$ cat src/hw/rtl/srtf_pkg.sv
// Shared types, constants and state encodings for the SRTF scheduler.
// No dependencies; imported by every module of the block.
`default_nettype none

package srtf_pkg;

   localparam int NUM_SLOTS  = 16;
   localparam int SLOT_BITS  = $clog2(NUM_SLOTS);
   localparam int BURST_BITS = 16;
   localparam int TIME_BITS  = 32;

   localparam logic REQ_ADD  = 1'b0;
   localparam logic REQ_TICK = 1'b1;

   localparam logic [2:0] STAT_ADD_OK   = 3'd0;
   localparam logic [2:0] STAT_ADD_REJ  = 3'd1;
   localparam logic [2:0] STAT_IDLE     = 3'd2;
   localparam logic [2:0] STAT_RAN      = 3'd3;
   localparam logic [2:0] STAT_FINISHED = 3'd4;

   typedef struct packed {
      logic        req_type;
      logic [3:0]  job_slot;
      logic [15:0] burst;
   } req_type_type;

   typedef struct packed {
      logic [2:0]  status;
      logic [3:0]  ran_slot;
      logic [15:0] remaining_after;
      logic [31:0] completion_time;
      logic [31:0] turnaround;
      logic [31:0] waiting;
   } rsp_type;

   typedef struct packed {
      logic [BURST_BITS-1:0] remaining;
      logic [BURST_BITS-1:0] burst;
      logic [TIME_BITS-1:0]  arrival;
   } entry_type;

   typedef enum logic [2:0] {
      S_IDLE,
      S_SCAN,
      S_DRAIN,
      S_FETCH,
      S_UPDATE,
      S_FINISH
   } state_type;

   typedef struct packed {
      logic add_accept;
      logic tick_start;
      logic scan_issue;
      logic fetch;
      logic update;
      logic finish;
   } cmd_type;

   typedef struct packed {
      logic scan_last;
   } dp_status_type;

endpackage

`default_nettype wire

$ cat src/hw/rtl/srtf_scheduler_top.sv
// Top level of the SRTF scheduler: srtf_ctrl sequencer plus srtf_datapath.
// Add: result registered, valid in the cycle after the transfer; next item may start in that cycle.
// Tick: SCAN (one slot per cycle of the 16-entry slot memory, through its single read
// port), DRAIN, FETCH, UPDATE, FINISH, then the registered result; busy until FINISH.
// Synchronous active-high reset clears all slots to free and the time counter to zero.
// Results are strobed for one cycle; the receiver cannot stall.
`default_nettype none

module srtf_scheduler_top (
   input  wire                    clock,
   input  wire                    reset,
   input  wire                    start,
   output logic                   busy,
   input  srtf_pkg::req_type_type req_item,
   output logic                   rsp_valid,
   output srtf_pkg::rsp_type      rsp_item
);
   import srtf_pkg::*;

   cmd_type       cmd;
   dp_status_type dp_status;

   srtf_ctrl u_ctrl (
      .clock       (clock),
      .reset       (reset),
      .start       (start),
      .req_is_tick (req_item.req_type),
      .dp_status   (dp_status),
      .busy        (busy),
      .cmd         (cmd)
   );

   srtf_datapath u_datapath (
      .clock     (clock),
      .reset     (reset),
      .cmd       (cmd),
      .req_item  (req_item),
      .dp_status (dp_status),
      .rsp_valid (rsp_valid),
      .rsp_item  (rsp_item)
   );

endmodule

`default_nettype wire

$ cat src/hw/rtl/srtf_ctrl.sv
// Sequencing state machine for the SRTF scheduler: accept, slot scan, update, respond.
// Depends on srtf_pkg.
`default_nettype none

module srtf_ctrl (
   input  wire                    clock,
   input  wire                    reset,
   input  wire                    start,
   input  wire                    req_is_tick,
   input  srtf_pkg::dp_status_type dp_status,
   output logic                   busy,
   output srtf_pkg::cmd_type      cmd
);
   import srtf_pkg::*;

   state_type state_ff;
   state_type state_in;

   always_ff @(posedge clock) begin
      if (reset) begin
         state_ff <= S_IDLE;
      end else begin
         state_ff <= state_in;
      end
   end

   always_comb begin
      state_in = state_ff;
      cmd      = '0;
      busy     = 1'b1;
      case (state_ff)
         S_IDLE: begin
            busy = 1'b0;
            if (start) begin
               if (req_is_tick == REQ_TICK) begin
                  cmd.tick_start = 1'b1;
                  state_in       = S_SCAN;
               end else begin
                  cmd.add_accept = 1'b1;
               end
            end
         end
         S_SCAN: begin
            cmd.scan_issue = 1'b1;
            if (dp_status.scan_last) begin
               state_in = S_DRAIN;
            end
         end
         S_DRAIN: begin
            state_in = S_FETCH;
         end
         S_FETCH: begin
            cmd.fetch = 1'b1;
            state_in  = S_UPDATE;
         end
         S_UPDATE: begin
            cmd.update = 1'b1;
            state_in   = S_FINISH;
         end
         S_FINISH: begin
            cmd.finish = 1'b1;
            state_in   = S_IDLE;
         end
         default: begin
            state_in = S_IDLE;
         end
      endcase
   end

endmodule

`default_nettype wire

$ cat src/hw/rtl/srtf_datapath.sv
// Slot table, active flags, time counter, min-search registers and response register.
// Depends on srtf_pkg; driven by srtf_ctrl commands.
`default_nettype none

module srtf_datapath (
   input  wire                     clock,
   input  wire                     reset,
   input  srtf_pkg::cmd_type       cmd,
   input  srtf_pkg::req_type_type  req_item,
   output srtf_pkg::dp_status_type dp_status,
   output logic                    rsp_valid,
   output srtf_pkg::rsp_type       rsp_item
);
   import srtf_pkg::*;

   entry_type mem [NUM_SLOTS];
   entry_type rd_q;
   logic [SLOT_BITS-1:0] rd_addr;
   logic [SLOT_BITS-1:0] wr_addr;
   entry_type            wr_data;
   logic                 wr_en;

   logic [NUM_SLOTS-1:0] active_ff;
   logic [TIME_BITS-1:0] now_ff;
   logic [SLOT_BITS-1:0] idx_ff;
   logic                 cmp_valid_ff;
   logic [SLOT_BITS-1:0] cmp_slot_ff;
   logic                 found_ff;
   logic [SLOT_BITS-1:0] best_slot_ff;
   logic [BURST_BITS-1:0] best_rem_ff;
   logic [TIME_BITS-1:0]  best_arr_ff;
   logic [BURST_BITS-1:0] rem_ff;
   logic [BURST_BITS-1:0] burst_ff;
   logic [TIME_BITS-1:0]  tat_ff;
   logic                 rsp_valid_ff;
   rsp_type              rsp_ff;
   rsp_type              rsp_in;

   logic                  add_ok;
   logic                  take;
   logic [BURST_BITS-1:0] rem_new;

   assign add_ok  = !active_ff[req_item.job_slot[SLOT_BITS-1:0]] && (req_item.burst != '0);
   assign take    = cmp_valid_ff && (!found_ff || (rd_q.remaining < best_rem_ff) ||
                    ((rd_q.remaining == best_rem_ff) && (rd_q.arrival < best_arr_ff)));
   assign rem_new = best_rem_ff - BURST_BITS'(1);

   assign rd_addr = cmd.scan_issue ? idx_ff : best_slot_ff;

   always_comb begin
      wr_en   = 1'b0;
      wr_addr = best_slot_ff;
      wr_data = '{remaining: rem_new, burst: rd_q.burst, arrival: best_arr_ff};
      if (cmd.add_accept) begin
         wr_en   = add_ok;
         wr_addr = req_item.job_slot[SLOT_BITS-1:0];
         wr_data = '{remaining: req_item.burst, burst: req_item.burst, arrival: now_ff};
      end else if (cmd.update) begin
         wr_en = found_ff;
      end
   end

   always_ff @(posedge clock) begin
      if (wr_en) begin
         mem[wr_addr] <= wr_data;
      end
      rd_q <= mem[rd_addr];
   end

   assign dp_status.scan_last = (idx_ff == SLOT_BITS'(NUM_SLOTS - 1));

   always_ff @(posedge clock) begin
      if (reset) begin
         active_ff    <= '0;
         now_ff       <= '0;
         idx_ff       <= '0;
         cmp_valid_ff <= 1'b0;
         found_ff     <= 1'b0;
         rsp_valid_ff <= 1'b0;
      end else begin
         cmp_valid_ff <= cmd.scan_issue && active_ff[idx_ff];
         rsp_valid_ff <= cmd.add_accept || cmd.finish;
         if (cmd.add_accept && add_ok) begin
            active_ff[req_item.job_slot[SLOT_BITS-1:0]] <= 1'b1;
         end
         if (cmd.tick_start) begin
            idx_ff   <= '0;
            found_ff <= 1'b0;
         end else begin
            if (cmd.scan_issue) begin
               idx_ff <= idx_ff + SLOT_BITS'(1);
            end
            if (take) begin
               found_ff <= 1'b1;
            end
         end
         if (cmd.fetch) begin
            now_ff <= now_ff + TIME_BITS'(1);
         end
         if (cmd.update && found_ff && (rem_new == '0)) begin
            active_ff[best_slot_ff] <= 1'b0;
         end
      end
   end

   always_comb begin
      rsp_in = '0;
      if (cmd.add_accept) begin
         rsp_in.status   = add_ok ? STAT_ADD_OK : STAT_ADD_REJ;
         rsp_in.ran_slot = req_item.job_slot;
      end else if (!found_ff) begin
         rsp_in.status = STAT_IDLE;
      end else if (rem_ff != '0) begin
         rsp_in.status          = STAT_RAN;
         rsp_in.ran_slot        = 4'(best_slot_ff);
         rsp_in.remaining_after = 16'(rem_ff);
      end else begin
         rsp_in.status          = STAT_FINISHED;
         rsp_in.ran_slot        = 4'(best_slot_ff);
         rsp_in.completion_time = 32'(now_ff);
         rsp_in.turnaround      = 32'(tat_ff);
         rsp_in.waiting         = 32'(tat_ff - TIME_BITS'(burst_ff));
      end
   end

   always_ff @(posedge clock) begin
      cmp_slot_ff <= idx_ff;
      if (take) begin
         best_slot_ff <= cmp_slot_ff;
         best_rem_ff  <= rd_q.remaining;
         best_arr_ff  <= rd_q.arrival;
      end
      if (cmd.update) begin
         rem_ff   <= rem_new;
         burst_ff <= rd_q.burst;
         tat_ff   <= now_ff - best_arr_ff;
      end
      if (cmd.add_accept || cmd.finish) begin
         rsp_ff <= rsp_in;
      end
   end

   assign rsp_valid = rsp_valid_ff;
   assign rsp_item  = rsp_ff;

endmodule

`default_nettype wire

$ cat config.mk
export PLATFORM = sky130hd
export DESIGN_NAME = srtf_scheduler_top
export DESIGN_NICKNAME = d
export VERILOG_FILES = /design/src/hw/rtl/srtf_pkg.sv /design/src/hw/rtl/srtf_scheduler_top.sv /design/src/hw/rtl/srtf_ctrl.sv /design/src/hw/rtl/srtf_datapath.sv
export SDC_FILE = /design/constraint.sdc
export NUM_CORES = 2
export LEC_CHECK = 0
export BUFFER_PORTS_ARGS = -buffer_cell sky130_fd_sc_hd__buf_2
export CORE_MARGIN = 2
export CORE_UTILIZATION = 62
export DETAILED_ROUTE_END_ITERATION = 16
export GPL_TIMING_DRIVEN = 1
export PLACE_DENSITY = 0.89
export SLEW_MARGIN = 25
export SYNTH_ARGS = -nofsm -noshare
export SYNTH_HDL_FRONTEND = slang
export SYNTH_SLANG_ARGS = --single-unit
$ cat constraint.sdc
create_clock -name clock -period 7.7 [get_ports clock]
set_input_delay 0.385 -clock clock [delete_from_list [all_inputs] [get_ports clock]]
set_output_delay 0.385 -clock clock [all_outputs]
set_load 0.03 [all_outputs]
==> results.cfg <==
[timing]
tns_ps = 0
finalClockSkew_ps = 33.6
slew_viol_final = 0
finalSetupViolCount = 0
hold_viol_final = 0
worstMarginPinSlew_ps = 1150
fmax_mhz = 199
final.period_utilization_pct = 65.3
relSlewSlack_pct = 23.6
rsz0062_at_grt = no
period_minus_slack_ps = 5030

[synthesis]
async_reset_ff_share_pct = 0
yosysSeqAreaShare_pct = 71.9
synthCells = 3323
yosys_register_bits = 1385
synth_edf_count = 1259
synth_area_per_cell_um2 = 16.9
synth.most_common_cell = edfxtp_1
synth_area_leaders = edfxtp_1 (67%), mux4_2 (11%), dfxtp_1 (4.5%), ha_1 (2.2%), nand2_1 (2.0%)
synth_area_um2 = 56100
ys_types = 65
ys.flop_type = edfxtp_1
synth_warnings = 0
ys_top_cells_by_count = edfxtp_1 (1259), nand2_1 (292), mux4_2 (264)
yosysTopAreaCellShare_pct = 67.4
yosys.area.top_type = edfxtp_1
synth_nets = 3447

[floorplanning]
rows = 110
start_util_pct = 62.4
die_area_um2 = 92900
dieHeight_um = 305
ioPinCount = 145
fp.dieW_um = 305
core_um2 = 89900

[finish]
multi_input_area_um2 = 14900
fin_area_um2 = 63100
nFillCells = 4787
final_layout_size_suffix_gt1_share_pct = 21.0
regArea_um2 = 40300
layout.nets = 3661
syn_to_final_growth_pct = 12.6

[setup_path]
start_kind = flip-flop
arrival_ps = 5600
worst-path-max-fanout = 36
timing.rr.start = u_ctrl.state_ff[0]$_SDFFE_PP0P_
worstSetupStartpoint = u_ctrl.state_ff[0]$_SDFFE_PP0P_
critPathKind = reg -> reg
critPathCaptureType = flip-flop
required_ps = 8280

[placed_design]
port_buffers = 144
dpl_cell_area_um2 = 58500
dpl.hpwl_um = 85800
gp_congestion = 0.917

[cts]
postCtsSetupRepairBufs = 0
cts.sinks = 1385
tritoncts = yes
cts_resized = 0
clk_pin_slew_ps = 70
cts_buffers = 136
hold_buffers = 0
clock_latency_ps = 770
root_buffer = clkbuf_16
cts_max_level = 4
clk_path_buf_depth = 3

[power]
intPower_uw = 12300
power_density_nw_per_um2 = 252
leakage_uw = 0.0215
ir_worst_vdd_mv = 0.228
clkPwrFrac_pct = 43.0
comb_power_share_pct = 4.5
p_sw_uw = 3570
swShare_pct = 22.5
pwr-share-seq_pct = 52.5

[detailed_routing]
drc = 0
drt_iter0_markers = 6950
wl_per_cell_um = 34.2
vias_per_cell = 7.29
drt_pass1_iterations = 11
totalWireLength_um = 165000
vias = 35200
final_antenna_net_count = 0

[run_status]
outcome = complete, no violations

[global_routing]
overflow = 0
grt_pass1_vias = 35000
grt_util_all_layers_pct = 35.5
grt_max_degree = 139
grt_pass1_wl_um = 237000
antenna_found_initial = 8

[job]
drv_cap = 0

[worst_hold_path]
hp-start = req_item[19]
hold_class = in -> reg
==> worst max-delay path, cell delays in order (launching register included) <==
cell and delay (ps):
dfxtp_1 440, nor2b_4 220, and2b_1 660, mux2i_4 520
buf_4 620, buf_4 730, mux4_2 620, and2_1 190
a211oi_1 630, a31oi_1 180
==> power groups by stage <==
| stage | registers (uW) | logic (uW) | clock network (uW) |
|---|---|---|---|
| final | 8340 | 714 | 6830 |
| after global routing | 8340 | 736 | 7060 |
| after CTS | 8340 | 683 | 6790 |
| after detailed placement | 8490 | 652 | 0 |
| after global placement | 8490 | 614 | 0 |
| after floorplan | 8520 | 389 | 0 |
==> layout make-up <==
class | count | area share (%)
antenna | 5 | 0.0198
clock inverter | 64 | 1.16
inverter | 97 | 0.577
sequential | 1385 | 63.9
timing repair buffer | 228 | 2.48
clock buffer | 188 | 5.96
tap | 1176 | 2.33
multi-input combinational | 1689 | 23.6
==> logic make-up (layout without fill, tap and decap cells) <==
| logic type | count (synthesis) | after routing | share of synthesized area, % |
|---|---|---|---|
| XOR/XNOR | 81 | 81 | 1.27 |
| buffers and inverters | 249 | 577 | 1.98 |
| other | 0 | 5 | 0 |
| multiplexers | 279 | 279 | 10.9 |
| flip-flops | 1385 | 1385 | 71.9 |
| adder cells (fa/ha/maj) | 100 | 100 | 2.26 |
| AND/OR/NAND/NOR | 808 | 808 | 6.97 |
| AO/OA/AOI/OAI | 421 | 421 | 4.71 |
==> flip-flops by register name, indices dropped and copies added, names as in the netlist <==
register,count
u_datapath.best_slot_ff,4
u_datapath.tat_ff,32
u_datapath.idx_ff,4
u_datapath.rd_q,64
u_datapath.cmp_slot_ff,4
u_datapath.cmp_valid_ff,1
u_datapath.best_arr_ff,32
u_datapath.mem,1024
u_datapath.burst_ff,16
u_datapath.now_ff,32
u_datapath.rsp_item,119
u_datapath.active_ff,16
u_ctrl.state_ff,3
u_datapath.found_ff,1
u_datapath.rem_ff,16
u_datapath.best_rem_ff,16
u_datapath.rsp_valid,1
==> layer usage <==
| metal | track usage (%) | up-vias | share of wire (%) |
|---|---|---|---|
| met4 | 21.5 | 10 | 7.5 |
| met1 | 43.7 | 17000 | 31 |
| met3 | 11.9 | 927 | 15 |
| li1 | - | 13400 | - |
| met5 | 0.413 | - | 0.034 |
| met2 | 54.9 | 3870 | 46 |
==> cells in the final DEF (no fill, tap or decap), types with 16 or more instances in the layout <==
| master | synthesis | routed |
|---|---|---|
| nand4_1 | 19 | 19 |
| nor3_1 | 36 | 36 |
| a21oi_1 | 107 | 107 |
| buf_4 | 5 | 68 |
| nor2b_1 | 19 | 19 |
| xnor2_1 | 47 | 47 |
| xor2_1 | 34 | 34 |
| clkinv_2 | 0 | 24 |
| clkbuf_1 | 91 | 39 |
| edfxtp_1 | 1259 | 1259 |
| or2_2 | 16 | 16 |
| nand3_1 | 36 | 36 |
| ha_1 | 98 | 98 |
| a211oi_1 | 71 | 71 |
| nand2_1 | 292 | 290 |
| a21o_1 | 35 | 35 |
| buf_2 | 25 | 143 |
| dfxtp_1 | 126 | 126 |
| nor2_4 | 0 | 16 |
| nor2_1 | 167 | 149 |
| o21ai_0 | 77 | 66 |
| clkbuf_16 | 0 | 139 |
| a31oi_1 | 75 | 74 |
| inv_1 | 97 | 96 |
| mux4_2 | 264 | 264 |
| and2_1 | 140 | 140 |
==> final timing paths <==
path / end / slack (ps) / cells past startpoint
setup reg to reg: u_datapath.rd_q[63]$_DFF_P_ / 2670 / 9
setup / recovery: u_datapath.rd_q[63]$_DFF_P_ / 2670 / 9
hold / removal: u_datapath.rsp_item[115]$_DFFE_PP_ / 140 / 3
hold reg to reg: u_datapath.best_slot_ff[0]$_DFFE_PP_ / 400 / 0
==> through the flow <==
step / setup slack (ps) / hold slack (ps) / utilization [%] / power (uW) / instances
after floorplan: 1720 / 329 / - / 8910 / 3323
after global placement: 3260 / 388 / 64.9 / 9100 / 4568
after detailed placement: 3090 / 389 / 65.1 / 9140 / 4572
after CTS: 2960 / 89.1 / 70.1 / 15800 / 4824
after global routing: 2210 / 128 / 70.2 / 16100 / 4827
final: 2670 / 143 / 70.2 / 15900 / 4832
(Power assumes the default switching activity.)
